--- config.mk ---
export PLATFORM = sky130hd
export DESIGN_NAME = mip2d_chain
export DESIGN_NICKNAME = d
export VERILOG_FILES = /design/src/rtl/mip2d_pkg.sv /design/src/rtl/mip2d_level_cell.sv /design/src/rtl/mip2d_chain.sv
export SDC_FILE = /design/constraint.sdc
export NUM_CORES = 2
export LEC_CHECK = 0
export ABC_AREA = 0
export BUFFER_PORTS_ARGS = -buffer_cell sky130_fd_sc_hd__buf_2
export CORE_UTILIZATION = 48
export CTS_BUF_LIST = sky130_fd_sc_hd__clkbuf_4
export DETAILED_ROUTE_END_ITERATION = 12
export PLACE_DENSITY = 0.75
export SLEW_MARGIN = 25
export SYNTH_ARGS = -nofsm -noshare
export SYNTH_HDL_FRONTEND = slang
export SYNTH_SLANG_ARGS = --single-unit
export TNS_END_PERCENT = 5
--- constraint.sdc ---
create_clock -name aclk -period 4.5 [get_ports aclk]
set_input_delay 0.225 -clock aclk [delete_from_list [all_inputs] [get_ports aclk]]
set_output_delay 0.225 -clock aclk [all_outputs]
set_load 0.02 [all_outputs]
--- src/rtl/mip2d_pkg.sv ---
// ----------------------------------------------------------------------------
// Mip 2D layout package
// Widths, codes, stage types and the extent helpers used by the address unit.
// ----------------------------------------------------------------------------
package mip2d_pkg;

    // Default depth of the level chain, one cell per mip level.
    localparam int DEF_LEVEL_CELLS = 15;

    // Fixed geometry of the layout.
    localparam int MAX_EXTENT        = 16384;
    localparam int LEVEL_ALIGN       = 4;
    localparam int TEXEL_SHIFT       = 2;
    localparam int DEPTH_PITCH_ALIGN = 128;
    localparam int DEPTH_ROW_ALIGN   = 32;

    // Field widths.
    localparam int FMT_W   = 2;
    localparam int EXT_W   = 15;
    localparam int LVL_W   = 4;
    localparam int STAT_W  = 3;
    localparam int HGT_W   = 16;
    localparam int PITCH_W = 17;
    localparam int ROWS_W  = 16;
    localparam int BYTE_W  = 32;
    localparam int MUL_W   = PITCH_W + ROWS_W;

    // Reciprocal used to round an extent up to the level alignment.
    localparam int ALIGN_SHIFT = 22;
    localparam int ALIGN_RECIP = (2 ** ALIGN_SHIFT + LEVEL_ALIGN - 1) / LEVEL_ALIGN;
    localparam int ALIGN_PROD_W = EXT_W + 1 + ALIGN_SHIFT + 1;
    localparam int ALIGN_SCALE_W = EXT_W + 8;

    // Format classes.
    localparam logic [FMT_W-1:0] FMT_DEPTH = 2'd2;
    localparam logic [FMT_W-1:0] FMT_BAD   = 2'd3;

    // Result status codes.
    typedef enum logic [STAT_W-1:0] {
        ST_OK         = 3'd0,
        ST_BAD_FORMAT = 3'd1,
        ST_EMPTY      = 3'd2,
        ST_BAD_LEVELS = 3'd3,
        ST_MIP_DEPTH  = 3'd4,
        ST_ABSENT     = 3'd5
    } status_t;

    // Data handed from one level cell to the next.
    typedef struct packed {
        status_t            status;
        logic               depth;
        logic [EXT_W-1:0]   img_w;
        logic [EXT_W-1:0]   img_h;
        logic [LVL_W-1:0]   levels;
        logic [LVL_W-1:0]   query;
        logic [EXT_W-1:0]   top_w;
        logic [EXT_W-1:0]   bot_w;
        logic [HGT_W-1:0]   left_h;
        logic [HGT_W-1:0]   right_h;
        logic [EXT_W-1:0]   org_x;
        logic [HGT_W-1:0]   org_y;
        logic [EXT_W-1:0]   lvl_w;
        logic [EXT_W-1:0]   lvl_h;
    } chain_t;

    // Pitch and row count stage.
    typedef struct packed {
        status_t            status;
        logic               single;
        logic [PITCH_W-1:0] pitch;
        logic [ROWS_W-1:0]  rows;
        logic [EXT_W-1:0]   org_x;
        logic [HGT_W-1:0]   org_y;
        logic [EXT_W-1:0]   lvl_w;
        logic [EXT_W-1:0]   lvl_h;
        logic [EXT_W-1:0]   lvl_h_m1;
    } stage1_t;

    // Product stage, handed to the output register.
    typedef struct packed {
        status_t            status;
        logic               single;
        logic [PITCH_W-1:0] pitch;
        logic [BYTE_W-1:0]  bytes;
        logic [BYTE_W-1:0]  off_mul;
        logic [BYTE_W-1:0]  size_mul;
        logic [EXT_W-1:0]   org_x;
        logic [HGT_W-1:0]   org_y;
        logic [EXT_W-1:0]   lvl_w;
        logic [EXT_W-1:0]   lvl_h;
    } post_t;

    // Rounds an extent up to LEVEL_ALIGN through a reciprocal multiply,
    // exact for every biased extent below 2**15.
    function automatic logic [EXT_W-1:0] align_up(input logic [EXT_W-1:0] x);
        logic [EXT_W:0]         biased;
        logic [ALIGN_PROD_W-1:0] prod;
        logic [EXT_W:0]         quot;
        logic [ALIGN_SCALE_W-1:0] scaled;
        biased = {1'b0, x} + (EXT_W + 1)'(LEVEL_ALIGN - 1);
        prod   = ALIGN_PROD_W'(biased) * ALIGN_PROD_W'(ALIGN_RECIP);
        quot   = prod[ALIGN_SHIFT +: EXT_W + 1];
        scaled = ALIGN_SCALE_W'(quot) * ALIGN_SCALE_W'(LEVEL_ALIGN);
        return scaled[EXT_W-1:0];
    endfunction

    // Number of significant bits of a non-zero extent.
    function automatic logic [LVL_W-1:0] bit_length(input logic [EXT_W-1:0] x);
        logic [LVL_W-1:0] n;
        n = '0;
        for (int i = 0; i < EXT_W; i++) begin
            if (x[i]) begin
                n = LVL_W'(i + 1);
            end
        end
        return n;
    endfunction

endpackage

--- src/rtl/mip2d_level_cell.sv ---
// ----------------------------------------------------------------------------
// Mip 2D level cell
// One mip level of the layout: adds its aligned extent to the running sums.
// ----------------------------------------------------------------------------
module mip2d_level_cell
    import mip2d_pkg::*;
#(
    parameter int LEVEL = 0
) (
    input  logic   aclk,
    input  logic   en,
    input  chain_t cell_in,
    output chain_t cell_out
);

    localparam logic [LVL_W-1:0] LEVEL_IDX = LVL_W'(LEVEL);

    chain_t           cell_reg;
    chain_t           cell_next;
    logic [EXT_W-1:0] raw_w;
    logic [EXT_W-1:0] raw_h;
    logic [EXT_W-1:0] aln_w;
    logic [EXT_W-1:0] aln_h;

    // Extent of this level, halved per level and never below one texel.
    always_comb begin
        raw_w = cell_in.img_w >> LEVEL;
        raw_h = cell_in.img_h >> LEVEL;
        if (raw_w == '0) begin
            raw_w = EXT_W'(1);
        end
        if (raw_h == '0) begin
            raw_h = EXT_W'(1);
        end
        aln_w = align_up(raw_w);
        aln_h = align_up(raw_h);
    end

    // Place the level: top row, bottom-left, then the right-hand column.
    always_comb begin
        cell_next = cell_in;
        if (LEVEL_IDX < cell_in.levels) begin
            if (LEVEL == 0) begin
                cell_next.top_w   = aln_w;
                cell_next.left_h  = HGT_W'(aln_h);
                cell_next.right_h = HGT_W'(aln_h);
            end else if (LEVEL == 1) begin
                cell_next.bot_w  = aln_w;
                cell_next.left_h = HGT_W'(cell_in.left_h + HGT_W'(aln_h));
            end else if (LEVEL == 2) begin
                cell_next.bot_w   = EXT_W'(cell_in.bot_w + aln_w);
                cell_next.right_h = HGT_W'(cell_in.right_h + HGT_W'(aln_h));
            end else begin
                cell_next.right_h = HGT_W'(cell_in.right_h + HGT_W'(aln_h));
            end
        end
        // Levels before the queried one push its origin right or down.
        if (LEVEL_IDX < cell_in.query) begin
            if (LEVEL == 1) begin
                cell_next.org_x = EXT_W'(cell_in.org_x + aln_w);
            end else begin
                cell_next.org_y = HGT_W'(cell_in.org_y + HGT_W'(aln_h));
            end
        end
        if (LEVEL_IDX == cell_in.query) begin
            cell_next.lvl_w = raw_w;
            cell_next.lvl_h = raw_h;
        end
    end

    // Hand the beat on to the next cell.
    always_ff @(posedge aclk) begin
        if (en) begin
            cell_reg <= cell_next;
        end
    end

    assign cell_out = cell_reg;

endmodule

--- src/rtl/mip2d_chain.sv ---
// ----------------------------------------------------------------------------
// Mip 2D level chain
// A row of level cells; a beat walks one cell per cycle while en is high.
// ----------------------------------------------------------------------------
module mip2d_chain
    import mip2d_pkg::*;
#(
    parameter int NUM_CELLS = DEF_LEVEL_CELLS
) (
    input  logic   aclk,
    input  logic   en,
    input  chain_t chain_in,
    output chain_t chain_out
);

    chain_t links [0:NUM_CELLS];

    assign links[0] = chain_in;

    // One cell for every level the image may have.
    for (genvar g = 0; g < NUM_CELLS; g++) begin : g_cell
        mip2d_level_cell #(
            .LEVEL (g)
        ) u_cell (
            .aclk     (aclk),
            .en       (en),
            .cell_in  (links[g]),
            .cell_out (links[g+1])
        );
    end

    assign chain_out = links[NUM_CELLS];

endmodule

# After elaboration in Yosys (flattened, before gate mapping)
# Index checks and enable logic that the tools add are counted.
# totals
regBits,2475
inputBits,167
output_inout_bits,165
word_cells,414
# classes
addsub,48
n_lt_le_gt_ge,30
n_eq_ne,14
n_mux,77
n_reduce_logical,31
# ops
op,n
$logic_not A15 Y1,30
$mux W30,15
$add A16 B15 Y16,28
$mux W16,27
$add A15 B2 Y15 const B,18
$mux W31,2
$mux W15,4
$lt A4 B4 Y1 const A,14
$mux W47,1
$lt A3 B4 Y1 const A,8
$add A15 B15 Y15,2
$eq A4 B4 Y1 const A,7
$mux W14,2
$mux W13,2
$mux W12,2
$mux W11,2
$mux W10,2
$mux W9,2
$eq A3 B4 Y1 const A,4
$lt A1 B4 Y1 const A,4
$lt A2 B4 Y1 const A,4
$mux W8,2
$mux W7,2
$mux W6,2
other kinds (8),14

# Logic depth before layout (Yosys ltp)
# depth
ltp_word,5
ltp_mapped,13
depth_no_buf,13

# Hierarchy
# From an unflattened synthesis, not the netlist that was laid out.
# unflattened
hier_cells,5784
area_unflattened_um2,97477.2
# by_module_without_submodules
mod,instances,cells_each,area_each_um2,seq_area_each_um2
mip2d_level_cell (g_cell[2].u_cell),1,578,7786.2,4954.8
mip2d_level_cell (g_cell[1].u_cell),1,520,7420.9,4954.8
mip2d_level_cell (g_cell[0].u_cell),1,467,7055.5,4954.8
mip2d_level_cell (g_cell[3].u_cell),1,479,7031.7,4954.8
mip2d_level_cell (g_cell[4].u_cell),1,414,6767.7,4954.8
mip2d_level_cell (g_cell[5].u_cell),1,410,6692.7,4954.8
mip2d_level_cell (g_cell[6].u_cell),1,389,6515.0,4954.8
mip2d_level_cell (g_cell[7].u_cell),1,355,6407.4,4954.8
mip2d_level_cell (g_cell[8].u_cell),1,343,6291.0,4954.8
mip2d_level_cell (g_cell[9].u_cell),1,337,6170.9,4954.8
mip2d_level_cell (g_cell[10].u_cell),1,320,6057.1,4954.8
mip2d_level_cell (g_cell[11].u_cell),1,304,5920.7,4954.8
mip2d_level_cell (g_cell[12].u_cell),1,298,5821.8,4954.8
mip2d_level_cell (g_cell[13].u_cell),1,290,5775.5,4954.8
mip2d_level_cell (g_cell[14].u_cell),1,280,5763.0,4954.8

# Worst setup path before layout
# Ideal clock, no wire load.
# synth_path
path_type,register -> register
startpoint,register g_cell[1].u_cell.cell_reg (netlist bit g_cell[1].u_cell.cell_out[136])
endpoint,register g_cell[2].u_cell.cell_reg (netlist bit g_cell[2].u_cell.cell_out[75]) (data pin)
setup_ps,272
t_arrival_ps,2899
required_ps,4228
setup_slack_ps,1329
stages_incl_launch_ff,13
path_buffers,0
period_less_slack_ps,3171
cell_sequence,edfxtp_1 > nor4_1 > nand4_1 > a21oi_1 > ha_1 > inv_1 > fa_1 > nor2b_1 > o21ai_0 > a21o_1 > a21o_1 > and3_1 > or4_1
# synth_lines
item,line,source
"start, declared",mip2d_level_cell.sv:18,chain_t cell_reg;
"start signal, assigned",mip2d_level_cell.sv:74,cell_reg <= cell_next;
"end signal, assigned",mip2d_level_cell.sv:74,
"end, declared",mip2d_level_cell.sv:18,

==> reports/metrics.csv <==
metric,value,unit
status,"complete, no violations",
number of vias per cell,5.11,
Synth warnings,0,
Worst-Margin Slew,0.930,ns
global routing usage on met3,4.30,%
Std-Cell Rows,163,
Slew headroom,38.0,%
Die Wd,450,µm
Area contributors post-synth,"edfxtp_1 (77%), ha_1 (2.7%), mux2_2 (2.7%), xnor2_1 (2.1%), nand2_1 (1.6%)",
GR peak layer,met2,
"Seq/Total Area, Yosys",77.3,%
MaxCap Viol Count,0,
largest net degree at the start of global routing,177,
WS Path Type,input pin to flip-flop,
total track usage,18.4,%
"FF+latch count, synth",2475,
total grt overflow,0,
area delta synth->final,17.8,%
synthesized instance count,5708,
layout cells sized above 1,21.4,%
DP Worst Slack,0.892,ns
Min-Delay Path Class,input pin to flip-flop,
dpl cells,8641,
Post-DP HPWL,119000,µm
DIE AREA,202000,µm²
post-route setup slack,0.446,ns
fin cells,10100,
vias in the first global route,52800,
initial antenna violation count,12,
Post-DRT Antenna Nets,0,
Synth cell types,73,
CP required,5.70,ns
clk root buf,clkbuf_4,
met1 GRT Util,22.0,%
global-route wire length before repair,288000,µm
RSZ-0062 raised after global routing,false,
max FFs per register,2475,
Port Buffers,331,
Post-synth EDFFs,2475,
async set-or-reset flop fraction in the synthesized netlist,0,%
clock transition at the registers of the reported paths,0.06,ns
GP Congestion,0.894,
startpoint class of the critical path,input pin,
DR pass1 iterations,6,
Avg Inst Size Synth,16.9,µm²
Leak,41.2,nW
setup violators final,0,
maximum vdd ir drop,0.000237,V
Tcrit/Tclk final,90.1,%
via count,51700,
Yosys top cell by area,edfxtp_1,
dominant synthesized flop cell,edfxtp_1,
CTS HTree Levels,6,
CTS tree,yes,
post-layout net count,7447,
DR WL/cell,18.5,µm
clock skew,0.115,ns
Remaining DRCs,0,
Total Routed Length,187000,µm
core box area,198000,µm²
Worst EP arrival,5.26,ns
initial core utilization,48.5,%
Power Density,460,nW/µm²
Syn Std Cell Area,96200,µm²
sum of negative setup slack,0,ns
die height,450,µm
Max Freq,0.247,GHz
Worst-Skew Late Latency,1.37,ns
Final Slew Violations,0,
post-synth top area share,77.3,%
Crit. End Element,flip-flop,
Clock Tree Buf Depth,4,
worst hold slack,0.177,ns
Tmin final,4.05,ns
met2 Track Usage GR,29.9,%
peak fanout along the critical path,4,
number of DRC markers in iteration 0,3440,
CTS buffer count,625,
clock sink count,2475,
I/O pin count,332,
final hold vios,0,
-- metal layers --
metal	routed length, µm	vias up
li1	-	24800
met1	75800	24500
met2	90100	1823
met3	10900	578
met4	10700	2
met5	17	-
-- path summary, 6_finish.rpt --
| check | start | endpoint | slack [ns] | depth (start not counted) |
|---|---|---|---|---|
| max | chain_in[139] | g_cell[0].u_cell.cell_out[45] | 0.45 | 16 |
| min reg2reg | g_cell[6].u_cell.cell_out[127] | g_cell[7].u_cell.cell_out[127] | 0.35 | 0 |
| min | chain_in[99] | g_cell[0].u_cell.cell_out[99] | 0.18 | 3 |
| max reg2reg | g_cell[1].u_cell.cell_out[136] | g_cell[2].u_cell.cell_out[75] | 0.84 | 12 |
-- cell families (layout without fill, tap and decap cells) --
group | Yosys count | count (layout) | synth area share [%]
buffers and inverters | 213 | 1960 | 0.844
muxes | 230 | 230 | 2.69
other | 1 | 14 | 0.00390
AOI/OAI and AO/OA | 695 | 695 | 4.55
and+or+nand+nor | 1448 | 1448 | 7.63
DFF | 2475 | 2475 | 77.3
adders and majority gates | 237 | 237 | 3.29
xor gates and xnor gates | 409 | 409 | 3.73
-- cells in the mapped netlist, drive strengths merged (12+ instances only) --
cell type  count
fa            26
nor3b         41
o21a          69
a31oi         21
ha           211
o21bai        19
a211oi        33
edfxtp      2475
inv          107
nor4b         12
and2         116
buf           18
nor2         266
a21o          60
nand4         47
xnor2        229
and3          53
nor4          37
o21ai        196
nor3          72
nand2b        39
nand3        114
nor2b        155
nand2        421
o31ai         29
or3           14
clkbuf        88
xor2         180
mux2         228
a21oi        187
-- area by class of cell --
class,instances,area [µm²]
Timing Repair Buffer,813,6560
Inverter,107,402
Sequential cell,2475,74300
Fill cell,15000,84900
Clock buffer,870,6530
Tap cell,2640,3300
Multi-Input combinational cell,3021,21200
Clock inverter,170,1020
Antenna cell,12,30.0
-- placed cells by master (no fill, tap or decap), drive strengths merged, types with 187 or more instances in the layout --
master and count:
nor2 266, ha 211, edfxtp 2475, a21oi 187, buf 401, xnor2 229
mux2 228, clkbuf 870, dlygate4sd3 412, o21ai 196, nand2 421
-- power by group --
group	total [W]	switching [W]	internal (W)
logic	0.00534	0.00302	0.00232
clock network	0.0181	0.00853	0.00958
registers	0.0287	0.000996	0.0277
-- per-stage QoR --
stage                     util, %  area (µm²)  power (W)
after floorplan                 -       96200     0.0321
after global placement       51.2      102000     0.0340
after detailed placement     51.2      102000     0.0341
after CTS                    57.1      113000     0.0527
after global routing         57.2      113000     0.0548
final                        57.2      113000     0.0522
-- repair_timing --
action,in CTS,in global routing
hold endpoints to repair,2640,0
gates resized for setup,0,0
hold buffers,413,0
setup buffers,0,0
-- critical path: stages --
cell,delay (ns)
dlygate4sd3_1,0.55
buf_2,0.13
dlygate4sd3_1,0.65
inv_1,0.12
nor4_2,0.44
and2_1,0.28
nand2_1,0.09
xor2_1,0.32
inv_1,0.09
ha_1,0.34
a21o_1,0.22
a211oi_1,0.44
o211ai_1,0.16
dlygate4sd3_1,0.57
nand4_1,0.08
dlygate4sd3_1,0.56
Power figures use the tool's default switching activity.
