--- config.mk ---
export PLATFORM = sky130hd
export DESIGN_NAME = mip2d_size_unit
export DESIGN_NICKNAME = d
export VERILOG_FILES = /design/src/rtl/mip2d_pkg.sv /design/src/rtl/mip2d_size_unit.sv
export SDC_FILE = /design/constraint.sdc
export NUM_CORES = 2
export LEC_CHECK = 0
export BUFFER_PORTS_ARGS = -buffer_cell sky130_fd_sc_hd__buf_2
export CORE_MARGIN = 1.5
export CORE_UTILIZATION = 40
export DETAILED_ROUTE_END_ITERATION = 7
export PLACE_DENSITY = 0.69
export SYNTH_ARGS = -nofsm -noshare
export SYNTH_HDL_FRONTEND = slang
export SYNTH_SLANG_ARGS = --single-unit
--- constraint.sdc ---
create_clock -name aclk -period 16.7 [get_ports aclk]
set_input_delay 0 -clock aclk [delete_from_list [all_inputs] [get_ports aclk]]
set_output_delay 0 -clock aclk [all_outputs]
set_load 0.05 [all_outputs]
--- src/rtl/mip2d_pkg.sv ---
// ----------------------------------------------------------------------------
// Mip 2D layout package
// Widths, codes, stage types and the extent helpers used by the address unit.
// ----------------------------------------------------------------------------
package mip2d_pkg;

    // Default depth of the level chain, one cell per mip level.
    localparam int DEF_LEVEL_CELLS = 15;

    // Fixed geometry of the layout.
    localparam int MAX_EXTENT        = 16384;
    localparam int LEVEL_ALIGN       = 4;
    localparam int TEXEL_SHIFT       = 2;
    localparam int DEPTH_PITCH_ALIGN = 128;
    localparam int DEPTH_ROW_ALIGN   = 32;

    // Field widths.
    localparam int FMT_W   = 2;
    localparam int EXT_W   = 15;
    localparam int LVL_W   = 4;
    localparam int STAT_W  = 3;
    localparam int HGT_W   = 16;
    localparam int PITCH_W = 17;
    localparam int ROWS_W  = 16;
    localparam int BYTE_W  = 32;
    localparam int MUL_W   = PITCH_W + ROWS_W;

    // Reciprocal used to round an extent up to the level alignment.
    localparam int ALIGN_SHIFT = 22;
    localparam int ALIGN_RECIP = (2 ** ALIGN_SHIFT + LEVEL_ALIGN - 1) / LEVEL_ALIGN;
    localparam int ALIGN_PROD_W = EXT_W + 1 + ALIGN_SHIFT + 1;
    localparam int ALIGN_SCALE_W = EXT_W + 8;

    // Format classes.
    localparam logic [FMT_W-1:0] FMT_DEPTH = 2'd2;
    localparam logic [FMT_W-1:0] FMT_BAD   = 2'd3;

    // Result status codes.
    typedef enum logic [STAT_W-1:0] {
        ST_OK         = 3'd0,
        ST_BAD_FORMAT = 3'd1,
        ST_EMPTY      = 3'd2,
        ST_BAD_LEVELS = 3'd3,
        ST_MIP_DEPTH  = 3'd4,
        ST_ABSENT     = 3'd5
    } status_t;

    // Data handed from one level cell to the next.
    typedef struct packed {
        status_t            status;
        logic               depth;
        logic [EXT_W-1:0]   img_w;
        logic [EXT_W-1:0]   img_h;
        logic [LVL_W-1:0]   levels;
        logic [LVL_W-1:0]   query;
        logic [EXT_W-1:0]   top_w;
        logic [EXT_W-1:0]   bot_w;
        logic [HGT_W-1:0]   left_h;
        logic [HGT_W-1:0]   right_h;
        logic [EXT_W-1:0]   org_x;
        logic [HGT_W-1:0]   org_y;
        logic [EXT_W-1:0]   lvl_w;
        logic [EXT_W-1:0]   lvl_h;
    } chain_t;

    // Pitch and row count stage.
    typedef struct packed {
        status_t            status;
        logic               single;
        logic [PITCH_W-1:0] pitch;
        logic [ROWS_W-1:0]  rows;
        logic [EXT_W-1:0]   org_x;
        logic [HGT_W-1:0]   org_y;
        logic [EXT_W-1:0]   lvl_w;
        logic [EXT_W-1:0]   lvl_h;
        logic [EXT_W-1:0]   lvl_h_m1;
    } stage1_t;

    // Product stage, handed to the output register.
    typedef struct packed {
        status_t            status;
        logic               single;
        logic [PITCH_W-1:0] pitch;
        logic [BYTE_W-1:0]  bytes;
        logic [BYTE_W-1:0]  off_mul;
        logic [BYTE_W-1:0]  size_mul;
        logic [EXT_W-1:0]   org_x;
        logic [HGT_W-1:0]   org_y;
        logic [EXT_W-1:0]   lvl_w;
        logic [EXT_W-1:0]   lvl_h;
    } post_t;

    // Rounds an extent up to LEVEL_ALIGN through a reciprocal multiply,
    // exact for every biased extent below 2**15.
    function automatic logic [EXT_W-1:0] align_up(input logic [EXT_W-1:0] x);
        logic [EXT_W:0]         biased;
        logic [ALIGN_PROD_W-1:0] prod;
        logic [EXT_W:0]         quot;
        logic [ALIGN_SCALE_W-1:0] scaled;
        biased = {1'b0, x} + (EXT_W + 1)'(LEVEL_ALIGN - 1);
        prod   = ALIGN_PROD_W'(biased) * ALIGN_PROD_W'(ALIGN_RECIP);
        quot   = prod[ALIGN_SHIFT +: EXT_W + 1];
        scaled = ALIGN_SCALE_W'(quot) * ALIGN_SCALE_W'(LEVEL_ALIGN);
        return scaled[EXT_W-1:0];
    endfunction

    // Number of significant bits of a non-zero extent.
    function automatic logic [LVL_W-1:0] bit_length(input logic [EXT_W-1:0] x);
        logic [LVL_W-1:0] n;
        n = '0;
        for (int i = 0; i < EXT_W; i++) begin
            if (x[i]) begin
                n = LVL_W'(i + 1);
            end
        end
        return n;
    endfunction

endpackage

--- src/rtl/mip2d_size_unit.sv ---
// ----------------------------------------------------------------------------
// Mip 2D size unit
// Turns the summed layout into pitch and rows, then forms the byte products.
// ----------------------------------------------------------------------------
module mip2d_size_unit
    import mip2d_pkg::*;
(
    input  logic   aclk,
    input  logic   en,
    input  chain_t sums,
    output post_t  post
);

    stage1_t            st1_reg;
    stage1_t            st1_next;
    post_t              st2_reg;
    post_t              st2_next;
    logic [PITCH_W-1:0] lin_pitch;
    logic [EXT_W-1:0]   lay_w;
    logic [HGT_W-1:0]   lay_h;
    logic [MUL_W-1:0]   bytes_full;
    logic [MUL_W-1:0]   off_full;
    logic [MUL_W-1:0]   size_full;

    // Pitch and row count; an error beat is cleared to zero here.
    always_comb begin
        lin_pitch = PITCH_W'(sums.img_w) << TEXEL_SHIFT;
        lay_w     = (sums.bot_w > sums.top_w) ? sums.bot_w : sums.top_w;
        lay_h     = (sums.right_h > sums.left_h) ? sums.right_h : sums.left_h;
        st1_next  = '0;
        st1_next.status = sums.status;
        if (sums.status == ST_OK) begin
            st1_next.single   = (sums.levels == LVL_W'(1));
            st1_next.org_x    = sums.org_x;
            st1_next.org_y    = sums.org_y;
            st1_next.lvl_w    = sums.lvl_w;
            st1_next.lvl_h    = sums.lvl_h;
            st1_next.lvl_h_m1 = EXT_W'(sums.lvl_h - EXT_W'(1));
            if (sums.levels == LVL_W'(1)) begin
                if (sums.depth) begin
                    st1_next.pitch = PITCH_W'(
                        ((PITCH_W + 1)'(lin_pitch) + (PITCH_W + 1)'(DEPTH_PITCH_ALIGN - 1))
                        & ~(PITCH_W + 1)'(DEPTH_PITCH_ALIGN - 1));
                    st1_next.rows = ROWS_W'(
                        ((ROWS_W + 1)'(sums.img_h) + (ROWS_W + 1)'(DEPTH_ROW_ALIGN - 1))
                        & ~(ROWS_W + 1)'(DEPTH_ROW_ALIGN - 1));
                end else begin
                    st1_next.pitch = lin_pitch;
                    st1_next.rows  = ROWS_W'(sums.img_h);
                end
            end else begin
                st1_next.pitch = PITCH_W'(lay_w) << TEXEL_SHIFT;
                st1_next.rows  = lay_h;
            end
        end
    end

    // The three byte products, one multiplier each.
    always_comb begin
        bytes_full = MUL_W'(st1_reg.pitch) * MUL_W'(st1_reg.rows);
        off_full   = MUL_W'(st1_reg.org_y) * MUL_W'(st1_reg.pitch);
        size_full  = MUL_W'(st1_reg.lvl_h_m1) * MUL_W'(st1_reg.pitch);
        st2_next.status   = st1_reg.status;
        st2_next.single   = st1_reg.single;
        st2_next.pitch    = st1_reg.pitch;
        st2_next.bytes    = bytes_full[BYTE_W-1:0];
        st2_next.off_mul  = off_full[BYTE_W-1:0];
        st2_next.size_mul = size_full[BYTE_W-1:0];
        st2_next.org_x    = st1_reg.org_x;
        st2_next.org_y    = st1_reg.org_y;
        st2_next.lvl_w    = st1_reg.lvl_w;
        st2_next.lvl_h    = st1_reg.lvl_h;
    end

    // Stage registers, advanced together with the chain.
    always_ff @(posedge aclk) begin
        if (en) begin
            st1_reg <= st1_next;
            st2_reg <= st2_next;
        end
    end

    assign post = st2_reg;

endmodule

# After elaboration in Yosys (flattened, before gate mapping)
# Index checks and enable logic that the tools add are counted.
dict set report classes {
  addsub 3
  multipliers 3
  div_mod_pow 0
  n_lt_le_gt_ge 2
  eq_ne 1
  n_shift 0
  muxes 4
  bitwise_logic 0
  n_reduce_logical 2
}
# operator count
set op_table {}
lappend op_table {{$mux 33} 2}
lappend op_table {{$mul 15x17->32} 1}
lappend op_table {{$mul 16x17->32} 1}
lappend op_table {{$mul 17x16->32} 1}
lappend op_table {{$add 17x7->17 const B} 1}
lappend op_table {{$add 15x5->16 const B} 1}
lappend op_table {{$gt 16x16->1} 1}
lappend op_table {{$mux 16} 1}
lappend op_table {{$gt 15x15->1} 1}
lappend op_table {{$mux 15} 1}
lappend op_table {{$sub 15x1->15 const B} 1}
lappend op_table {{$eq 4x1->1 const B} 1}
lappend op_table {{$logic_not 3->1} 1}
lappend op_table {{$reduce_and 2->1} 1}
dict set report word_totals {
  regBits 291
  latch_bits 0
  mem_bits_rw 0
  mem_bits_ro 0
  out_inout_bits 178
  wordCells 35
  mem_count 0
}

# Depth between registers and ports, before layout
dict set report logic_depth {
  depth_word 3
  mapped_depth 24
  ltp_nobuf 22
}

# Worst setup path after synthesis
# OpenSTA, ideal clock, no wires.
dict set report synth_path {
  path_type {reg-to-reg}
  from {register st1_reg[101] in the netlist's numbering}
  to {register st2_reg (netlist bit post[154]), data pin}
  setup_ns 0.264
  arrival_ns 5.795
  required_time_ns 16.436
  setup_slack_ns 10.640
  path_stages_with_launch 24
  period_less_slack_ns 6.060
  path_cell_list {edfxtp_1 -> clkbuf_1 -> clkbuf_1 -> nand2_1 -> fa_1 -> inv_1 -> fa_1 -> inv_1 -> fa_1 -> inv_1 -> fa_1 -> fa_1 -> inv_1 -> fa_1 -> inv_1 -> ha_1 -> a21oi_1 -> nor2_1 -> a2111oi_0 -> a31oi_1 -> a21boi_2 -> nor3_1 -> a2111oi_2 -> xnor2_1}
}
dict set report synth_via {
  elab_chain_len 1
}
# element line
set synth_rtl {}
lappend synth_rtl {{start, declared} mip2d_size_unit.sv:14} ;# stage1_t st1_reg;
lappend synth_rtl {{start signal, assigned} mip2d_size_unit.sv:78} ;# st1_reg <= st1_next;
lappend synth_rtl {{$mul 17x16->32} mip2d_size_unit.sv:60} ;# bytes_full = MUL_W'(st1_reg.pitch) * MUL_W'(st1_reg.rows);
lappend synth_rtl {{net bytes_full[29]} mip2d_size_unit.sv:21} ;# logic [MUL_W-1:0] bytes_full;
lappend synth_rtl {{end signal, assigned} mip2d_size_unit.sv:79} ;# st2_reg <= st2_next;
lappend synth_rtl {{end, declared} mip2d_size_unit.sv:16} ;# post_t st2_reg;
# The timed path passes the listed nets, and every way through them passes these cells.
# A chain may end at the register's enable or synchronous reset.

# Final worst setup path
dict set report layout_path {
  from {register st1_reg[99] in the netlist's numbering}
  to {register st2_reg (netlist bit post[154]), data pin}
}
# The elaborated chain is that of the path after synthesis.

==> insert_results.sql <==
INSERT INTO impl_metrics (metric_group, metric, value, unit) VALUES
('logic_synthesis', 'yosys_register_bits', '281', ''),
('grt', 'grt_pass1_vias', '26683', ''),
('detailed_routing', 'post_drt_wl_per_cell', '17.4', 'um'),
('detailed_routing', 'postRouteWirelength', '86.2', 'mm'),
('cts', 'clkSinkCount', '281', ''),
('placed_design', 'dpl-instance-area', '37200', 'um2'),
('logic_synthesis', 'synth_top_family_by_area', 'adder cells', ''),
('critical_path', 'cp_cell_sequence', 'buf_4, nand2_1, fa_1, inv_1, fa_1, inv_1, fa_1, inv_1, fa_1, fa_1, inv_1, fa_1, inv_1, ha_1, nand2_1, a2111oi_0, a2111oi_0, a31oi_1, a21boi_2, nor3_1, a2111oi_2, xnor2_1', ''),
('detailed_routing', 'wirelength_met1', '34.7', 'mm'),
('placed_design', 'placer_s_final_routability_congestion_estimate', '0.824', ''),
('timing', 'worst_slew_pin_slew', '1080', 'ps'),
('logic_synthesis', 'yosysTopAreaCell', 'sky130_fd_sc_hd__fa_1', ''),
('critical_path', 'endpoint_kind', 'register', ''),
('die', 'die_height', '297', 'um'),
('logic_synthesis', 'yosys.area_share.simple', '0.147', ''),
('timing', 'setup_tns', '0', 'ps'),
('timing', 'period_minus_slack', '7030', 'ps'),
('placed_design', 'dp_hpwl', '62.4', 'mm'),
('cts', 'postCtsResizedCells', '0', ''),
('placed_design', 'io_buffer_count', '332', ''),
('detailed_routing', 'maxUsedRoutingLayer', 'met5', ''),
('logic_synthesis', 'synth_async_sr_flop_share', '0', ''),
('min_path', 'hp-class', 'input pin to register', ''),
('layout', 'design.final.nets', '4800', ''),
('logic_synthesis', 'synthXorXnorAreaFrac', '0.0289', ''),
('critical_path', 'critical_path.startpoint_type', 'register', ''),
('layout', 'finalInstanceArea', '39700', 'um2'),
('timing', 'final-hold-violation-count', '0', ''),
('logic_synthesis', 'synth_largest_type_area_fraction', '0.305', ''),
('layout', 'area_growth', '15.0', '%'),
('timing', 'setup_viol', '0', ''),
('logic_synthesis', 'post-synth-top-count-cell', 'sky130_fd_sc_hd__inv_1', ''),
('logic_synthesis', 'ys_top_cells_by_area', 'sky130_fd_sc_hd__fa_1, sky130_fd_sc_hd__edfxtp_1, sky130_fd_sc_hd__ha_1, sky130_fd_sc_hd__and2_1, sky130_fd_sc_hd__inv_1', ''),
('logic_synthesis', 'mappedNetlistArea', '34500', 'um2'),
('critical_path', 'regToRegStartpoint', 'st1_reg[99]$_SDFFCE_PP0P_', ''),
('die', 'placeableCoreArea', '85300', 'um2'),
('logic_synthesis', 'count_of_flip_flops_with_a_built_in_enable_after_synthesis', '281', ''),
('timing', 'final-max-slew-violation-count', '0', ''),
('die', 'start_util', '0.404', ''),
('detailed_routing', 'dr_total_vias', '24731', ''),
('grt', 'grt_usage', '0.204', ''),
('cts', 'worst_setup_hold_path_clk_slew', '60', 'ps'),
('cts', 'cts_made_buffers', '34', ''),
('grt', 'antenna_found_initial', '12', ''),
('timing', 'slew-limit-headroom', '0.283', ''),
('layout', 'fill_cell_count', '7926', ''),
('critical_path', 'worst-path-buf-inv', '6', ''),
('timing', 'achievable-frequency', '0.142', 'GHz'),
('detailed_routing', 'drt_iter0_drc', '1387', ''),
('critical_path', 'r2r_slack', '9670', 'ps'),
('logic_synthesis', 'fraction_of_the_mapped_netlist_area_in_compound_gates', '0.0555', ''),
('cts', 'clk_latency_worst_skew_pair', '570', 'ps'),
('critical_path', 'cp.required', '17010', 'ps'),
('critical_path', 'category_of_cells_accounting_for_the_largest_share_of_critical_path_delay', 'adder cells', ''),
('critical_path', 'critical_path_class', 'register to register', ''),
('grt', 'grt_first_pass_wirelength', '140', 'mm'),
('logic_synthesis', 'postSynthCellCount', '3404', ''),
('grt', 'grt_max_degree', '86', ''),
('logic_synthesis', 'multiplexer_fraction_of_the_synthesized_cell_area', '0.00929', ''),
('critical_path', 'crit_path_frequent_cell', 'sky130_fd_sc_hd__fa_1', ''),
('logic_synthesis', 'dominantRegCellSynth', 'sky130_fd_sc_hd__edfxtp_1', ''),
('timing', 'worst_clock_skew', '24.6', 'ps'),
('timing', 'fin_crit_sh', '0.421', ''),
('detailed_routing', 'routed-wl-met2', '44.9', 'mm'),
('logic_synthesis', 'synth-adder-area-share', '0.422', ''),
('status', 'run_status', 'complete, no violations', ''),
('logic_synthesis', 'yosysUniqueCellTypes', '74', ''),
('critical_path', 'cp.arrival', '7340', 'ps'),
('flow_run', 'maxCapViolations', '0', ''),
('logic_synthesis', 'avg_inst_size_synth', '10.1', 'um2'),
('detailed_routing', 'routed_wire_length_on_met3', '4.28', 'mm');
## logic make-up after synthesis
group	count (synthesis)
AND/OR/NAND/NOR	987
multiplexers	32
flip-flops	281
buffers and inverters	842
other	1
adder cells (fa/ha/maj)	849
AO/OA/AOI/OAI	298
XOR/XNOR	114
## cell type report
cell class	instances	area (um2)	area share
clock buffers	36	858	0.0216
well taps	1144	1430	0.0361
inverters	681	2560	0.0644
clock inverters	22	210	0.00530
diodes	7	17.5	0.000441
multi-input cells	2288	22900	0.577
flip-flops and latches	281	8440	0.213
repair buffers	498	3280	0.0825
## worst reg2reg max path: stages, from the launching register on
cell,delay (ps)
sky130_fd_sc_hd__edfxtp_1,590
sky130_fd_sc_hd__buf_4,610
sky130_fd_sc_hd__nand2_1,180
sky130_fd_sc_hd__fa_1,520
sky130_fd_sc_hd__inv_1,60
sky130_fd_sc_hd__fa_1,490
sky130_fd_sc_hd__inv_1,50
sky130_fd_sc_hd__fa_1,530
sky130_fd_sc_hd__inv_1,70
sky130_fd_sc_hd__fa_1,460
sky130_fd_sc_hd__fa_1,500
sky130_fd_sc_hd__inv_1,50
sky130_fd_sc_hd__fa_1,470
sky130_fd_sc_hd__inv_1,40
sky130_fd_sc_hd__ha_1,350
sky130_fd_sc_hd__nand2_1,90
sky130_fd_sc_hd__a2111oi_0,400
sky130_fd_sc_hd__a2111oi_0,130
sky130_fd_sc_hd__a31oi_1,490
sky130_fd_sc_hd__a21boi_2,140
sky130_fd_sc_hd__nor3_1,290
sky130_fd_sc_hd__a2111oi_2,100
sky130_fd_sc_hd__xnor2_1,150
## worst max-delay path by stage
stage / start / depth (start not counted) / to / slack [ps]
after floorplan: st1_reg[101]$_SDFFCE_PP0P_ / 23 / post[154]$_DFFE_PP_ / 10640
after global placement: st1_reg[99]$_SDFFCE_PP0P_ / 20 / post[154]$_DFFE_PP_ / 9790
after detailed placement: st1_reg[99]$_SDFFCE_PP0P_ / 20 / post[154]$_DFFE_PP_ / 9700
after CTS: st1_reg[99]$_SDFFCE_PP0P_ / 20 / post[154]$_DFFE_PP_ / 9630
after global routing: st1_reg[99]$_SDFFCE_PP0P_ / 21 / post[154]$_DFFE_PP_ / 9280
final: st1_reg[99]$_SDFFCE_PP0P_ / 22 / post[154]$_DFFE_PP_ / 9670
## timing repair
action | 4_1_cts | 5_1_grt
hold endpoints to repair | 182 | 0
hold buffers | 143 | 0
setup buffers | 0 | 0
## metrics by stage
stage	worst slack, ps	std cells	util	hold slack, ps
after global routing	9280	4955	0.465	91.0
final	9670	4957	0.465	71.8
after floorplan	10640	3411	-	98.9
after global placement	9790	4749	0.436	215
after detailed placement	9700	4749	0.436	232
after CTS	9630	4950	0.465	7.99
## per-layer routing
metal  GRT usage  vias to the layer above
met1       0.251                    12591
met2       0.370                      619
met3      0.0270                      142
li1            -                    11375
met5           0                        -
met4      0.0625                        4
## placed cells by master, fill, tap and decap left out, drive strengths merged, types with 4 or more instances in the layout
cell type    instances
inv                684
fa                 525
and2               428
nand2              396
buf                355
ha                 324
edfxtp             281
dlygate4sd3        143
a21oi              102
xnor2               81
o21ai               61
nor2                56
a21o                49
clkbuf              36
xor2                33
mux2i               32
nand4               16
nor3                16
nand3               15
clkinv              14
and3                12
nor2b               10
o21a                 9
o22ai                9
conb                 8
diode                7
a31oi                7
or3                  7
a2111oi              7
nand2b               6
o211ai               6
nor4                 6
a211o                5
o31ai                5
o21bai               5
a211oi               5
and4                 4
or2                  4
a221oi               4
Power is not shown: default switching activity piles up to over one toggle a cycle in this logic, so the estimate is an artifact.
